## src/hdl/lpfhp_pkg.sv

```systemverilog
// Shared types, codes and constants of the length-prefixed frame header parser.
`default_nettype none
package lpfhp_pkg;

	// Largest frame length the hardware accepts, whatever the limit register says
	localparam int unsigned MAX_FRAME = 16384;
	localparam int unsigned LIMIT_W = 15;
	localparam int unsigned LEN_W = 32;

	localparam logic [LIMIT_W-1:0] LIMIT_RESET = LIMIT_W'(MAX_FRAME);
	localparam logic [LEN_W-1:0] SHORT_LEN = LEN_W'(5);

	// Varint coding
	localparam logic [7:0] VARINT_ESCAPE = 8'd240;
	localparam logic [7:0] VARINT_MORE = 8'd128;
	localparam int unsigned VSTEP_W = 4;
	localparam logic [VSTEP_W-1:0] VARINT_STEP_LAST = VSTEP_W'(8);
	localparam int unsigned VARINT_SHIFT0 = 4;
	localparam int unsigned VARINT_SHIFT_STEP = 7;
	localparam int unsigned VSHIFT_W = 6;

	// Request queue between front and back
	localparam int unsigned QUEUE_DEPTH = 4;
	localparam int unsigned QPTR_W = $clog2(QUEUE_DEPTH);
	localparam int unsigned QCNT_W = $clog2(QUEUE_DEPTH + 1);

	// Input kinds
	localparam logic IN_BYTE = 1'b0;
	localparam logic IN_RESTART = 1'b1;

	// Result kinds
	localparam logic [1:0] KIND_HEADER = 2'd0;
	localparam logic [1:0] KIND_PAYLOAD = 2'd1;
	localparam logic [1:0] KIND_ERROR = 2'd2;

	// Error codes
	localparam logic [1:0] ERR_BAD_LEN = 2'd0;
	localparam logic [1:0] ERR_SHORT = 2'd1;
	localparam logic [1:0] ERR_VARINT = 2'd2;

	typedef struct packed {
		logic       kind;
		logic [7:0] in_byte;
	} in_item_t;

	typedef struct packed {
		logic [1:0]         out_kind;
		logic [7:0]         frame_type;
		logic [31:0]        frame_flags;
		logic [63:0]        strm_ident;
		logic [63:0]        frm_ident;
		logic [LIMIT_W-1:0] body_len;
		logic [7:0]         payload_byte;
		logic               last;
		logic [1:0]         error_code;
	} out_item_t;

	typedef enum logic [2:0] {
		OP_TYPE,
		OP_FLAG,
		OP_SID,
		OP_FID,
		OP_PAYLOAD,
		OP_ERROR
	} tok_op_t;

	// One classified stream byte on its way to the back end
	typedef struct packed {
		tok_op_t            op;
		logic [7:0]         data;
		logic               vfirst;
		logic [VSTEP_W-1:0] vstep;
		logic               vdone;
		logic [LIMIT_W-1:0] plen;
		logic               last;
		logic [1:0]         ecode;
	} token_t;

	typedef struct packed {
		logic full;
		logic empty;
	} q_status_t;

	// Bit position of a continuation byte: 4, 11, 18, ... 60
	function automatic logic [VSHIFT_W-1:0] varint_shift(input logic [VSTEP_W-1:0] step);
		return VSHIFT_W'(VARINT_SHIFT0 + VARINT_SHIFT_STEP * int'(step));
	endfunction

endpackage
`default_nettype wire

```

## src/hdl/lpfhp_front.sv

```systemverilog
// Front end: frame phase tracking, length checks and byte classification.
`default_nettype none
module lpfhp_front (
	input  logic                       clk,
	input  logic                       arst_n,
	input  logic [lpfhp_pkg::LIMIT_W-1:0] limit,
	input  logic                       in_valid,
	output logic                       in_stall,
	input  lpfhp_pkg::in_item_t        in_data,
	input  lpfhp_pkg::q_status_t       q_stat,
	output logic                       tok_push,
	output lpfhp_pkg::token_t          tok
);
	import lpfhp_pkg::*;

	typedef enum logic [2:0] {
		PH_LEN,
		PH_TYPE,
		PH_FLAGS,
		PH_SID,
		PH_FID,
		PH_PAYLOAD,
		PH_ERR
	} phase_t;

	phase_t             phase_q, phase_d;
	logic [LEN_W-1:0]   len_q, len_d;
	logic [1:0]         cnt_q, cnt_d;
	logic [LIMIT_W-1:0] remain_q, remain_d;
	logic               vfirst_q, vfirst_d;
	logic [VSTEP_W-1:0] vstep_q, vstep_d;

	logic               accept;
	logic [7:0]         b;
	logic [LEN_W-1:0]   len_next;
	logic [LIMIT_W-1:0] remain_dec;
	logic [LIMIT_W-1:0] limit_eff;
	logic               vdone;

	assign in_stall = q_stat.full;
	assign accept = in_valid && !q_stat.full;
	assign b = in_data.in_byte;
	assign len_next = {len_q[LEN_W-9:0], b};
	assign remain_dec = remain_q - LIMIT_W'(1);
	assign limit_eff = (limit > LIMIT_RESET) ? LIMIT_RESET : limit;
	assign vdone = vfirst_q ? (b < VARINT_ESCAPE)
		: ((b < VARINT_MORE) || (vstep_q == VARINT_STEP_LAST));

	always_comb begin
		phase_d = phase_q;
		len_d = len_q;
		cnt_d = cnt_q;
		remain_d = remain_q;
		vfirst_d = vfirst_q;
		vstep_d = vstep_q;
		tok_push = 1'b0;
		tok = '0;
		tok.data = b;
		tok.vfirst = vfirst_q;
		tok.vstep = vstep_q;
		tok.vdone = vdone;
		tok.plen = remain_dec;
		tok.last = (remain_dec == '0);
		if (accept) begin
			if (in_data.kind == IN_RESTART) begin
				phase_d = PH_LEN;
				len_d = '0;
				cnt_d = '0;
				remain_d = '0;
				vfirst_d = 1'b1;
				vstep_d = '0;
			end else begin
				case (phase_q)
					PH_LEN: begin
						cnt_d = cnt_q + 2'd1;
						len_d = len_next;
						if (cnt_q == 2'd3) begin
							len_d = '0;
							if (len_next == '0 || len_next > LEN_W'(limit_eff)) begin
								tok_push = 1'b1;
								tok.op = OP_ERROR;
								tok.ecode = ERR_BAD_LEN;
								tok.last = 1'b1;
								phase_d = PH_ERR;
							end else if (len_next < SHORT_LEN) begin
								tok_push = 1'b1;
								tok.op = OP_ERROR;
								tok.ecode = ERR_SHORT;
								tok.last = 1'b1;
								phase_d = PH_ERR;
							end else begin
								remain_d = len_next[LIMIT_W-1:0];
								phase_d = PH_TYPE;
							end
						end
					end
					PH_TYPE: begin
						tok_push = 1'b1;
						tok.op = OP_TYPE;
						remain_d = remain_dec;
						cnt_d = '0;
						phase_d = PH_FLAGS;
					end
					PH_FLAGS: begin
						tok_push = 1'b1;
						tok.op = OP_FLAG;
						remain_d = remain_dec;
						cnt_d = cnt_q + 2'd1;
						if (cnt_q == 2'd3) begin
							if (remain_dec == '0) begin
								tok.op = OP_ERROR;
								tok.ecode = ERR_VARINT;
								tok.last = 1'b1;
								phase_d = PH_ERR;
							end else begin
								vfirst_d = 1'b1;
								vstep_d = '0;
								phase_d = PH_SID;
							end
						end
					end
					PH_SID, PH_FID: begin
						tok_push = 1'b1;
						remain_d = remain_dec;
						tok.op = (phase_q == PH_SID) ? OP_SID : OP_FID;
						if (remain_dec == '0 && (phase_q == PH_SID || !vdone)) begin
							// frame ran out before both ids were complete
							tok.op = OP_ERROR;
							tok.ecode = ERR_VARINT;
							tok.last = 1'b1;
							phase_d = PH_ERR;
						end else if (vdone) begin
							vfirst_d = 1'b1;
							vstep_d = '0;
							if (phase_q == PH_SID) begin
								phase_d = PH_FID;
							end else begin
								phase_d = (remain_dec == '0) ? PH_LEN : PH_PAYLOAD;
							end
						end else if (vfirst_q) begin
							vfirst_d = 1'b0;
							vstep_d = '0;
						end else begin
							vstep_d = vstep_q + VSTEP_W'(1);
						end
					end
					PH_PAYLOAD: begin
						tok_push = 1'b1;
						tok.op = OP_PAYLOAD;
						remain_d = remain_dec;
						if (remain_dec == '0) begin
							phase_d = PH_LEN;
						end
					end
					default: begin
						// error phase: drop stream bytes until restart
					end
				endcase
			end
		end
	end

	always_ff @(posedge clk or negedge arst_n) begin
		if (!arst_n) begin
			phase_q <= PH_LEN;
			len_q <= '0;
			cnt_q <= '0;
			remain_q <= '0;
			vfirst_q <= 1'b1;
			vstep_q <= '0;
		end else begin
			phase_q <= phase_d;
			len_q <= len_d;
			cnt_q <= cnt_d;
			remain_q <= remain_d;
			vfirst_q <= vfirst_d;
			vstep_q <= vstep_d;
		end
	end

endmodule
`default_nettype wire

```

## src/hdl/lpfhp_queue.sv

```systemverilog
// Short request queue between front and back ends.
`default_nettype none
module lpfhp_queue (
	input  logic                 clk,
	input  logic                 arst_n,
	input  logic                 push,
	input  lpfhp_pkg::token_t    push_tok,
	input  logic                 pop,
	output lpfhp_pkg::token_t    head_tok,
	output lpfhp_pkg::q_status_t stat
);
	import lpfhp_pkg::*;

	token_t             entry_q [QUEUE_DEPTH];
	logic [QPTR_W-1:0]  wr_ptr_q;
	logic [QPTR_W-1:0]  rd_ptr_q;
	logic [QCNT_W-1:0]  count_q;
	logic               do_push;
	logic               do_pop;

	assign stat.full = (count_q == QCNT_W'(QUEUE_DEPTH));
	assign stat.empty = (count_q == '0);
	assign do_push = push && !stat.full;
	assign do_pop = pop && !stat.empty;
	assign head_tok = entry_q[rd_ptr_q];

	always_ff @(posedge clk) begin
		if (do_push) begin
			entry_q[wr_ptr_q] <= push_tok;
		end
	end

	always_ff @(posedge clk or negedge arst_n) begin
		if (!arst_n) begin
			wr_ptr_q <= '0;
			rd_ptr_q <= '0;
			count_q <= '0;
		end else begin
			if (do_push) begin
				wr_ptr_q <= wr_ptr_q + QPTR_W'(1);
			end
			if (do_pop) begin
				rd_ptr_q <= rd_ptr_q + QPTR_W'(1);
			end
			if (do_push && !do_pop) begin
				count_q <= count_q + QCNT_W'(1);
			end else if (do_pop && !do_push) begin
				count_q <= count_q - QCNT_W'(1);
			end
		end
	end

endmodule
`default_nettype wire

```

## src/hdl/lpfhp_back.sv

```systemverilog
// Back end: field assembly, varint accumulation and the output register.
`default_nettype none
module lpfhp_back (
	input  logic                 clk,
	input  logic                 arst_n,
	input  lpfhp_pkg::token_t    head_tok,
	input  lpfhp_pkg::q_status_t q_stat,
	output logic                 pop,
	output logic                 out_valid,
	input  logic                 out_stall,
	output lpfhp_pkg::out_item_t out_data
);
	import lpfhp_pkg::*;

	logic [7:0]  type_q;
	logic [31:0] flags_q;
	logic [63:0] acc_q;
	logic [63:0] sid_q;
	logic        out_valid_q;
	out_item_t   out_q;

	logic        makes_result;
	logic [63:0] vnext;
	out_item_t   res;

	assign makes_result = (head_tok.op == OP_PAYLOAD) || (head_tok.op == OP_ERROR)
		|| (head_tok.op == OP_FID && head_tok.vdone);
	// Advance when the byte yields nothing or the output register frees up
	assign pop = !q_stat.empty && (!makes_result || !out_valid_q || !out_stall);
	assign vnext = head_tok.vfirst ? 64'(head_tok.data)
		: acc_q + (64'(head_tok.data) << varint_shift(head_tok.vstep));

	always_comb begin
		res = '0;
		case (head_tok.op)
			OP_FID: begin
				res.out_kind = KIND_HEADER;
				res.frame_type = type_q;
				res.frame_flags = flags_q;
				res.strm_ident = sid_q;
				res.frm_ident = vnext;
				res.body_len = head_tok.plen;
				res.last = head_tok.last;
			end
			OP_PAYLOAD: begin
				res.out_kind = KIND_PAYLOAD;
				res.payload_byte = head_tok.data;
				res.last = head_tok.last;
			end
			OP_ERROR: begin
				res.out_kind = KIND_ERROR;
				res.last = 1'b1;
				res.error_code = head_tok.ecode;
			end
			default: begin
				res = '0;
			end
		endcase
	end

	always_ff @(posedge clk) begin
		if (pop) begin
			case (head_tok.op)
				OP_TYPE: type_q <= head_tok.data;
				OP_FLAG: flags_q <= {flags_q[23:0], head_tok.data};
				OP_SID: begin
					acc_q <= vnext;
					if (head_tok.vdone) begin
						sid_q <= vnext;
					end
				end
				OP_FID: acc_q <= vnext;
				default: begin
				end
			endcase
			if (makes_result) begin
				out_q <= res;
			end
		end
	end

	always_ff @(posedge clk or negedge arst_n) begin
		if (!arst_n) begin
			out_valid_q <= 1'b0;
		end else if (pop && makes_result) begin
			out_valid_q <= 1'b1;
		end else if (!out_stall) begin
			out_valid_q <= 1'b0;
		end
	end

	assign out_valid = out_valid_q;
	assign out_data = out_q;

endmodule
`default_nettype wire

```

## src/hdl/length_prefixed_frame_header_parser_unit.sv

```systemverilog
// Top level of the length-prefixed frame header parser.
//
//   Channel  Direction  Handshake           Payload
//   input    in         in_valid/in_stall   in_data (in_item_t)
//   output   out        out_valid/out_stall out_data (out_item_t)
//   config   in         cfg_wr_en           cfg_wr_data (frame size limit)
//
// One stream byte per cycle while in_stall is low; a result is queued when its
// byte is taken and moves into the output register when the back end pops it.
// in_stall rises only when the four-entry request queue is full, which
// happens only while out_stall holds results back.
// Reset clears the parse state, queue and output valid; the limit register
// returns to 16384. No clearing pass is needed.
`default_nettype none
module length_prefixed_frame_header_parser_unit (
	input  logic                          clk,
	input  logic                          arst_n,
	input  logic                          cfg_wr_en,
	input  logic [lpfhp_pkg::LIMIT_W-1:0] cfg_wr_data,
	input  logic                          in_valid,
	output logic                          in_stall,
	input  lpfhp_pkg::in_item_t           in_data,
	output logic                          out_valid,
	input  logic                          out_stall,
	output lpfhp_pkg::out_item_t          out_data
);
	import lpfhp_pkg::*;

	logic [LIMIT_W-1:0] limit_q;
	logic               tok_push;
	token_t             push_tok;
	token_t             head_tok;
	logic               pop;
	q_status_t          q_stat;

	always_ff @(posedge clk or negedge arst_n) begin
		if (!arst_n) begin
			limit_q <= LIMIT_RESET;
		end else if (cfg_wr_en) begin
			limit_q <= cfg_wr_data;
		end
	end

	lpfhp_front u_front (
		.clk      (clk),
		.arst_n   (arst_n),
		.limit    (limit_q),
		.in_valid (in_valid),
		.in_stall (in_stall),
		.in_data  (in_data),
		.q_stat   (q_stat),
		.tok_push (tok_push),
		.tok      (push_tok)
	);

	lpfhp_queue u_queue (
		.clk      (clk),
		.arst_n   (arst_n),
		.push     (tok_push),
		.push_tok (push_tok),
		.pop      (pop),
		.head_tok (head_tok),
		.stat     (q_stat)
	);

	lpfhp_back u_back (
		.clk       (clk),
		.arst_n    (arst_n),
		.head_tok  (head_tok),
		.q_stat    (q_stat),
		.pop       (pop),
		.out_valid (out_valid),
		.out_stall (out_stall),
		.out_data  (out_data)
	);

endmodule
`default_nettype wire

```

## config.mk

```make
export PLATFORM = sky130hd
export DESIGN_NAME = length_prefixed_frame_header_parser_unit
export DESIGN_NICKNAME = d
export VERILOG_FILES = /design/src/hdl/lpfhp_pkg.sv /design/src/hdl/lpfhp_front.sv /design/src/hdl/lpfhp_queue.sv /design/src/hdl/lpfhp_back.sv /design/src/hdl/length_prefixed_frame_header_parser_unit.sv
export SDC_FILE = /design/constraint.sdc
export NUM_CORES = 1
export LEC_CHECK = 0
export BUFFER_PORTS_ARGS = -buffer_cell sky130_fd_sc_hd__buf_2
export CAP_MARGIN = 30
export CORE_UTILIZATION = 45
export DETAILED_ROUTE_END_ITERATION = 6
export PLACE_DENSITY = 0.74
export SETUP_SLACK_MARGIN = 0.02
export SYNTH_ARGS = -nofsm -noshare
export SYNTH_HDL_FRONTEND = slang
export SYNTH_SLANG_ARGS = --single-unit
```

## constraint.sdc

```tcl
create_clock -name clk -period 20.4 [get_ports clk]
set_clock_uncertainty 0.05 [all_clocks]
set_input_delay 2.04 -clock clk [delete_from_list [all_inputs] [get_ports clk]]
set_output_delay 2.04 -clock clk [all_outputs]
set_load 0.1 [all_outputs]
```

==> results of run 1 <==
==> cell type report <==
| type | count | share of cell area |
|---|---|---|
| Multi-Input combinational cell | 1448 | 0.3096 |
| Timing Repair Buffer | 253 | 0.04501 |
| Sequential cell | 576 | 0.5421 |
| Clock buffer | 66 | 0.04809 |
| Tap cell | 773 | 0.03095 |
| Inverter | 48 | 0.005766 |
| Clock inverter | 45 | 0.01834 |
| Antenna cell | 1 | 0.00008008 |
==> flip-flops by register name, summed over array words and instances (netlist names) <==
signal	cells
u_back.type_q	8
u_back.flags_q	32
u_queue.entry_q	140
limit_q	15
u_queue.count_q	3
u_front.phase_q	3
u_queue.wr_ptr_q	2
u_front.vfirst_q	1
u_front.cnt_q	2
u_front.len_q	24
u_front.remain_q	15
u_queue.rd_ptr_q	2
u_front.vstep_q	4
u_back.out_data	196
u_back.sid_q	64
u_back.out_valid	1
u_back.acc_q	64
==> stage by stage <==
stage / hold WS [ns] / util / worst slack (ns) / cell area (µm²)
floorplan: 0.3674 / - / 12.94 / 27290
global placement: 0.3716 / 0.4887 / 12.35 / 29060
detailed placement: 0.3736 / 0.4893 / 12.05 / 29090
CTS: 0.3864 / 0.5242 / 12.04 / 31170
global route: 0.3935 / 0.5255 / 11.47 / 31250
finish: 0.3868 / 0.5255 / 11.92 / 31250
==> worst reg2reg max path, stage by stage, from the launching register on <==
cell and delay [ns]:
sky130_fd_sc_hd__dfrtp_1 0.76, sky130_fd_sc_hd__buf_4 0.45, sky130_fd_sc_hd__mux4_2 0.45, sky130_fd_sc_hd__fa_1 0.51, sky130_fd_sc_hd__ha_1 0.31, sky130_fd_sc_hd__ha_1 0.14, sky130_fd_sc_hd__inv_1 0.04, sky130_fd_sc_hd__fa_1 0.37
sky130_fd_sc_hd__xnor2_1 0.17, sky130_fd_sc_hd__xnor2_1 0.62, sky130_fd_sc_hd__nand2_1 0.47, sky130_fd_sc_hd__or3_1 0.48, sky130_fd_sc_hd__nor2_1 0.13, sky130_fd_sc_hd__ha_1 0.19, sky130_fd_sc_hd__inv_1 0.07, sky130_fd_sc_hd__fa_1 0.40
sky130_fd_sc_hd__nand2b_1 0.18, sky130_fd_sc_hd__a21oi_1 0.29, sky130_fd_sc_hd__o211ai_1 0.18, sky130_fd_sc_hd__a311oi_1 0.68, sky130_fd_sc_hd__o2111ai_1 0.40, sky130_fd_sc_hd__a21oi_1 0.43, sky130_fd_sc_hd__a211oi_1 0.16, sky130_fd_sc_hd__xor2_1 0.20
sky130_fd_sc_hd__nor2_1 0.08
==> logic make-up (layout without fill, tap and decap cells) <==
kind of cell	count (synthesis)	count (layout)	synth area share
muxes	80	80	0.04663
and+or+nand+nor	804	804	0.1456
buffers and inverters	169	412	0.02600
xor gates and xnor gates	79	79	0.02536
AOI/OAI and AO/OA	384	384	0.08803
DFF	576	576	0.6207
other	0	1	0
adders and majority gates	101	101	0.04768
==> path summary, 6_finish.rpt <==
kind	cells past startpoint	endpoint	slack (ns)	startpoint
max	24	u_back.sid_q[56]$_DFFE_PP_	11.92	u_queue.rd_ptr_q[1]$_DFFE_PN0P_
min	0	u_back.flags_q[13]$_DFFE_PP_	0.39	u_back.flags_q[5]$_DFFE_PP_
max reg2reg	24	u_back.sid_q[56]$_DFFE_PP_	11.92	u_queue.rd_ptr_q[1]$_DFFE_PN0P_
min reg2reg	0	u_back.flags_q[13]$_DFFE_PP_	0.39	u_back.flags_q[5]$_DFFE_PP_
max in group asynchronous	3	u_front.vfirst_q$_DFFE_PN1P_	18.47	arst_n
min in group asynchronous	2	u_front.remain_q[2]$_DFFE_PN0P_	1.23	arst_n
==> synthesized netlist by cell type, types with 27 or more instances <==
cell                       number  area share
sky130_fd_sc_hd__a21o_1        39       0.011
sky130_fd_sc_hd__a21oi_1      115       0.021
sky130_fd_sc_hd__and2_1        52       0.012
sky130_fd_sc_hd__and3_1       147       0.034
sky130_fd_sc_hd__clkbuf_1     102       0.014
sky130_fd_sc_hd__dfrtp_1       70       0.064
sky130_fd_sc_hd__edfxtp_1     504        0.55
sky130_fd_sc_hd__ha_1          96       0.044
sky130_fd_sc_hd__inv_1         48      0.0066
sky130_fd_sc_hd__mux2_2        37       0.015
sky130_fd_sc_hd__mux4_2        34       0.028
sky130_fd_sc_hd__nand2_1      195       0.027
sky130_fd_sc_hd__nand3_1       30      0.0055
sky130_fd_sc_hd__nand4_1       36      0.0083
sky130_fd_sc_hd__nor2_1       220       0.030
sky130_fd_sc_hd__nor3_1        37      0.0068
sky130_fd_sc_hd__o21ai_0       97       0.018
sky130_fd_sc_hd__xnor2_1       52       0.017
sky130_fd_sc_hd__xor2_1        27      0.0087
==> per-layer routing <==
layer,global-route usage,vias to the layer above
li1,-,8548
met1,0.2973,9055
met2,0.3606,595
met3,0.02866,131
met4,0.06725,0
met5,0,-
==> flow_results.xml, run 1 <==
<?xml version="1.0" encoding="UTF-8"?>
<metrics>
  <group name="critical_path">
    <metric name="crit_required" unit="ns">20.69</metric>
    <metric name="largest_fanout_on_the_critical_path" unit="">23</metric>
    <metric name="crit_path_cells" unit="">buf_4 &gt; mux4_2 &gt; fa_1 &gt; ha_1 &gt; ha_1 &gt; inv_1 &gt; fa_1 &gt; xnor2_1 &gt; xnor2_1 &gt; nand2_1 &gt; or3_1 &gt; nor2_1 &gt; ha_1 &gt; inv_1 &gt; fa_1 &gt; nand2b_1 &gt; a21oi_1 &gt; o211ai_1 &gt; a311oi_1 &gt; o2111ai_1 &gt; a21oi_1 &gt; a211oi_1 &gt; xor2_1 &gt; nor2_1</metric>
    <metric name="timing.critical_path.buf_inv" unit="">3</metric>
    <metric name="worst_setup_path_start_kind" unit="">flip-flop</metric>
    <metric name="critPathCaptureType" unit="">flip-flop</metric>
    <metric name="critPathMaxStageDelay" unit="ns">0.76</metric>
    <metric name="cp.arrival" unit="ns">8.77</metric>
    <metric name="timing.critical_path.max_delay_family" unit="">compound AO/OA/AOI/OAI gates</metric>
    <metric name="crit_slowest_cell" unit="">sky130_fd_sc_hd__dfrtp_1</metric>
    <metric name="setup.worst_path.class" unit="">reg2reg</metric>
  </group>
  <group name="floorplan">
    <metric name="die_width" unit="µm">248.3</metric>
    <metric name="floorplan.die_area" unit="mm²">0.06163</metric>
    <metric name="die-height" unit="µm">248.3</metric>
    <metric name="core-area" unit="mm²">0.05946</metric>
    <metric name="top_level_ports" unit="">227</metric>
    <metric name="floorplan_row_count" unit="">89</metric>
    <metric name="initial_core_utilization" unit="">0.4589</metric>
  </group>
  <group name="drt">
    <metric name="dr.first_iter.drc_count" unit="">1348</metric>
    <metric name="drt_wl_total" unit="mm">67.53</metric>
    <metric name="detail_route.vias_per_cell" unit="">5.710</metric>
    <metric name="remaining_drc_errors" unit="">0</metric>
    <metric name="met2RoutedLength" unit="mm">32.44</metric>
    <metric name="detail_route.wl_per_cell" unit="µm">21.04</metric>
    <metric name="topRoutingLayerUsed" unit="">met4</metric>
    <metric name="route.met3.wl" unit="mm">3.775</metric>
    <metric name="route.layer.met1.wl" unit="mm">29.26</metric>
    <metric name="dr_total_vias" unit="">18330</metric>
    <metric name="ant_nets" unit="">0</metric>
    <metric name="detailedRoute.firstPassIterationCount" unit="">6</metric>
  </group>
  <group name="synthesis">
    <metric name="number_of_distinct_library_cells_after_synthesis" unit="">88</metric>
    <metric name="synth_cells" unit="">2193</metric>
    <metric name="synth-seq-cells" unit="">576</metric>
    <metric name="asyncSetResetFlopFracSynth" unit="">0.1250</metric>
    <metric name="yosys_warnings" unit="">0</metric>
    <metric name="synth_area" unit="mm²">0.02729</metric>
    <metric name="synth_edf_count" unit="">504</metric>
    <metric name="synth_seq_area_share" unit="">0.6207</metric>
    <metric name="mean_cell_area_of_the_mapped_netlist" unit="µm²">12.44</metric>
    <metric name="dominantRegCellSynth" unit="">sky130_fd_sc_hd__edfxtp_1</metric>
    <metric name="mappedNetlistNets" unit="">2323</metric>
  </group>
  <group name="cts">
    <metric name="cts-resized-gates" unit="">0</metric>
    <metric name="cts_hold_repair.buffers" unit="">0</metric>
    <metric name="number_of_buffers_added_by_the_clock_tree_synthesis_step" unit="">59</metric>
    <metric name="cts.reportedPaths.clkPinSlew" unit="ns">0.06</metric>
    <metric name="tritoncts_num_sinks" unit="">576</metric>
    <metric name="setup_buffers_after_cts" unit="">0</metric>
    <metric name="cts-root-to-sink-buffers" unit="">3</metric>
    <metric name="cts-htree-levels" unit="">2</metric>
    <metric name="clockRootBuffer" unit="">sky130_fd_sc_hd__clkbuf_16</metric>
    <metric name="cts_tree" unit="">yes</metric>
    <metric name="worst_skew_pair.late_latency" unit="ns">0.63</metric>
  </group>
  <group name="final_layout">
    <metric name="register_area" unit="mm²">0.01694</metric>
    <metric name="mostFrequentLayoutCell" unit="">sky130_fd_sc_hd__edfxtp_1</metric>
    <metric name="multi_input_area" unit="mm²">0.009676</metric>
    <metric name="nFillCells" unit="">4987</metric>
    <metric name="flow.area_growth_from_synthesis" unit="%">14.51</metric>
    <metric name="final_cell_count_no_fill" unit="">3210</metric>
    <metric name="most-common-layout-cells" unit="">sky130_fd_sc_hd__edfxtp_1, sky130_fd_sc_hd__buf_2, sky130_fd_sc_hd__nor2_1</metric>
    <metric name="fraction_of_final_layout_cells_sized_beyond_drive_strength_1" unit="">0.1860</metric>
    <metric name="finalNetCount" unit="">2516</metric>
  </group>
  <group name="grt">
    <metric name="antenna_violations_before_repair" unit="">2</metric>
    <metric name="via_count_of_the_first_global_routing_pass" unit="">17760</metric>
    <metric name="grt_overflow_total" unit="">0</metric>
    <metric name="wire_length_of_the_first_global_routing_pass" unit="mm">102.6</metric>
    <metric name="grt_max_degree" unit="">81</metric>
    <metric name="total_routing_usage_reported_by_global_routing" unit="">0.2175</metric>
  </group>
  <group name="min_path">
    <metric name="worst_hold_path_type" unit="">reg2reg</metric>
  </group>
  <group name="placed_design">
    <metric name="hpwl_dp" unit="mm">46.64</metric>
    <metric name="port_buffers" unit="">226</metric>
    <metric name="gpl.final_weighted_congestion" unit="">0.9912</metric>
    <metric name="dp.cells" unit="">3095</metric>
  </group>
  <group name="timing">
    <metric name="report.final.hold_viol_count" unit="">0</metric>
    <metric name="slew-limit-headroom" unit="">0.3474</metric>
    <metric name="grt_setup_unrepaired" unit="">false</metric>
    <metric name="setup_viol" unit="">0</metric>
    <metric name="timing.setup.tns" unit="ns">0</metric>
    <metric name="maxClockFrequency" unit="MHz">117.9</metric>
    <metric name="fin_crit_sh" unit="">0.4159</metric>
    <metric name="report.final.slew_viol_count" unit="">0</metric>
    <metric name="worst-slew-pin-transition" unit="ns">0.9708</metric>
    <metric name="min_period" unit="ns">8.484</metric>
  </group>
  <group name="flow_run">
    <metric name="cap_violations" unit="">0</metric>
  </group>
  <group name="run_status">
    <metric name="result_of_the_run" unit="">finished clean</metric>
  </group>
</metrics>
Power of run 1 is not shown: default switching activity piles up to over one toggle a cycle in this logic, so the estimate is an artifact.
==> run 2: changes to the inputs <==
Clock period 20.4 ns to 8.45 ns, I/O delays scaled along.
==> run 2 against run 1 <==
  * Sequential cell count unchanged
  * Global-route usage decreased by 0.23 points
  * First-iteration DRC count increased by 6.4%
  * Worst hold slack got worse by 0.012 ns
  * Worst setup slack got worse by 11 ns
  * Highest routed layer unchanged
==> flow_results.xml, run 2 (synthesized netlist as in run 1, its figures left out) <==
<?xml version="1.0" encoding="UTF-8"?>
<metrics>
  <group name="final_layout">
    <metric name="fraction_of_final_layout_cells_sized_beyond_drive_strength_1" unit="">0.1800</metric>
    <metric name="flow.area_growth_from_synthesis" unit="%">13.75</metric>
    <metric name="nFillCells" unit="">5097</metric>
    <metric name="mostFrequentLayoutCell" unit="">sky130_fd_sc_hd__edfxtp_1</metric>
    <metric name="largest_register_ffs" unit="">196</metric>
    <metric name="finalNetCount" unit="">2513</metric>
    <metric name="register_area" unit="mm²">0.01694</metric>
    <metric name="multi_input_area" unit="mm²">0.009683</metric>
    <metric name="final_core_util" unit="">0.5220</metric>
    <metric name="most-common-layout-cells" unit="">sky130_fd_sc_hd__edfxtp_1, sky130_fd_sc_hd__buf_2, sky130_fd_sc_hd__nor2_1</metric>
  </group>
  <group name="timing">
    <metric name="worst-slew-pin-transition" unit="ns">1.009</metric>
    <metric name="grt_setup_unrepaired" unit="">false</metric>
    <metric name="timing.setup.tns" unit="ns">0</metric>
    <metric name="min_period" unit="ns">7.828</metric>
    <metric name="final.setup.worst_slack" unit="ns">0.6220</metric>
    <metric name="setup_viol" unit="">0</metric>
    <metric name="maxClockFrequency" unit="MHz">127.7</metric>
    <metric name="slew-limit-headroom" unit="">0.3216</metric>
    <metric name="report.final.hold_viol_count" unit="">0</metric>
    <metric name="report.final.slew_viol_count" unit="">0</metric>
    <metric name="fin_crit_sh" unit="">0.9264</metric>
  </group>
  <group name="drt">
    <metric name="detail_route.wl_per_cell" unit="µm">20.92</metric>
    <metric name="remaining_drc_errors" unit="">0</metric>
    <metric name="ant_nets" unit="">0</metric>
    <metric name="dr_total_vias" unit="">18210</metric>
    <metric name="detail_route.vias_per_cell" unit="">5.688</metric>
    <metric name="drt_wl_total" unit="mm">66.99</metric>
    <metric name="detailedRoute.firstPassIterationCount" unit="">6</metric>
    <metric name="dr.first_iter.drc_count" unit="">1434</metric>
  </group>
  <group name="run_status">
    <metric name="result_of_the_run" unit="">finished clean</metric>
  </group>
  <group name="floorplan">
    <metric name="top_level_ports" unit="">227</metric>
    <metric name="floorplan_row_count" unit="">89</metric>
    <metric name="initial_core_utilization" unit="">0.4589</metric>
    <metric name="die-height" unit="µm">248.3</metric>
    <metric name="floorplan.die_area" unit="mm²">0.06163</metric>
    <metric name="die_width" unit="µm">248.3</metric>
    <metric name="core-area" unit="mm²">0.05946</metric>
  </group>
  <group name="grt">
    <metric name="grt_max_degree" unit="">119</metric>
    <metric name="grt_overflow_total" unit="">0</metric>
    <metric name="total_routing_usage_reported_by_global_routing" unit="">0.2152</metric>
    <metric name="via_count_of_the_first_global_routing_pass" unit="">17680</metric>
    <metric name="wire_length_of_the_first_global_routing_pass" unit="mm">101.9</metric>
    <metric name="antenna_violations_before_repair" unit="">1</metric>
  </group>
  <group name="cts">
    <metric name="cts-root-to-sink-buffers" unit="">3</metric>
    <metric name="tritoncts_num_sinks" unit="">576</metric>
    <metric name="worst_skew_pair.late_latency" unit="ns">0.65</metric>
    <metric name="number_of_buffers_added_by_the_clock_tree_synthesis_step" unit="">58</metric>
    <metric name="clockRootBuffer" unit="">sky130_fd_sc_hd__clkbuf_16</metric>
    <metric name="cts.reportedPaths.clkPinSlew" unit="ns">0.06</metric>
    <metric name="cts-htree-levels" unit="">2</metric>
    <metric name="cts_tree" unit="">yes</metric>
  </group>
  <group name="min_path">
    <metric name="worst_hold_path_type" unit="">in2reg</metric>
    <metric name="hold_path_origin" unit="">cfg_wr_data[14]</metric>
  </group>
  <group name="critical_path">
    <metric name="worst_setup_path_start_kind" unit="">flip-flop</metric>
    <metric name="critPathCaptureType" unit="">flip-flop</metric>
    <metric name="crit_slowest_cell" unit="">sky130_fd_sc_hd__dfrtp_2</metric>
    <metric name="crit_path_cells" unit="">mux4_2 &gt; fa_1 &gt; ha_1 &gt; ha_1 &gt; inv_1 &gt; fa_1 &gt; xnor2_1 &gt; xnor2_2 &gt; nand2_1 &gt; or3_1 &gt; or2_2 &gt; fa_1 &gt; nand2b_1 &gt; a21oi_1 &gt; o211ai_1 &gt; a311oi_1 &gt; o2111ai_1 &gt; a21oi_1 &gt; a211oi_1 &gt; xor2_1 &gt; nor2_1</metric>
    <metric name="r2r_start" unit="">u_queue.rd_ptr_q[0]$_DFFE_PN0P_</metric>
    <metric name="largest_fanout_on_the_critical_path" unit="">17</metric>
    <metric name="crit_start" unit="">u_queue.rd_ptr_q[0]$_DFFE_PN0P_</metric>
    <metric name="cp_common_cell" unit="">sky130_fd_sc_hd__fa_1</metric>
    <metric name="critPathMaxStageDelay" unit="ns">0.73</metric>
    <metric name="cp.arrival" unit="ns">8.11</metric>
    <metric name="setup.worst_path.class" unit="">reg2reg</metric>
    <metric name="timing.critical_path.buf_inv" unit="">1</metric>
    <metric name="timing.critical_path.max_delay_family" unit="">compound AO/OA/AOI/OAI gates</metric>
    <metric name="crit_required" unit="ns">8.73</metric>
  </group>
  <group name="flow_run">
    <metric name="cap_violations" unit="">0</metric>
  </group>
  <group name="placed_design">
    <metric name="port_buffers" unit="">226</metric>
    <metric name="pre_cts_slack" unit="ns">0.4582</metric>
    <metric name="gpl.final_weighted_congestion" unit="">0.9367</metric>
    <metric name="hpwl_dp" unit="mm">46.01</metric>
  </group>
</metrics>
==> run 2: cell types whose count changed in the layout (fill, tap and decap cells not counted), moves of 2 or more <==
cell                        change
sky130_fd_sc_hd__inv_6          -8
sky130_fd_sc_hd__clkbuf_1       +4
sky130_fd_sc_hd__clkinv_4       -2
sky130_fd_sc_hd__inv_8          -3
sky130_fd_sc_hd__clkinv_1       +4
sky130_fd_sc_hd__buf_16         -2
sky130_fd_sc_hd__clkinv_8       -2
sky130_fd_sc_hd__bufinv_16      -3
==> run 2: area by class of cell <==
class | count | share of cell area
well taps | 773 | 0.03116
clock buffers | 70 | 0.04853
inverters | 48 | 0.005805
flip-flops and latches | 576 | 0.5458
diodes | 1 | 0.00008062
clock inverters | 35 | 0.01310
multi-input cells | 1448 | 0.3120
repair buffers | 251 | 0.04361
==> run 2: repair_timing <==
item	CTS	global route
setup buffers	0	0
gates resized for setup	0	1
hold buffers	0	1
hold endpoints to repair	0	1
setup endpoints to repair	0	14
==> run 2: worst min-delay path, delay by kind of cell <==
| family | cells | cell delay, ns |
|---|---|---|
| buf+inv | 1 | 0.08 |
| compound gates | 1 | 0.07 |
| simple gates | 1 | 0.04 |
==> run 2: stage by stage <==
step	instances	hold slack (ns)	area, µm²
global placement	3093	0.3733	29070
floorplan	2193	0.3674	27290
detailed placement	3094	0.3759	29080
global route	3202	0.3602	31040
finish	3202	0.3746	31040
CTS	3199	0.3503	30990
==> run 2: routing by layer <==
layer | routed length (µm) | global-route usage | up-vias
met4 | 1582 | 0.05703 | 0
met3 | 3277 | 0.03081 | 104
met1 | 29850 | 0.2970 | 8996
li1 | - | - | 8548
met5 | 0 | 0 | -
met2 | 32280 | 0.3562 | 564
==> run 2: worst paths after layout <==
check	end	slack, ns	cells after the start
setup / recovery	u_back.sid_q[56]$_DFFE_PP_	0.62	21
hold / removal	limit_q[14]$_DFFE_PN1P_	0.37	3
setup reg to reg	u_back.sid_q[56]$_DFFE_PP_	0.62	21
hold reg to reg	u_back.flags_q[14]$_DFFE_PP_	0.39	0
max in group asynchronous	limit_q[14]$_DFFE_PN1P_	7.21	4
min in group asynchronous	u_front.remain_q[9]$_DFFE_PN0P_	0.55	3
Power of run 2 is left out for the same reason.
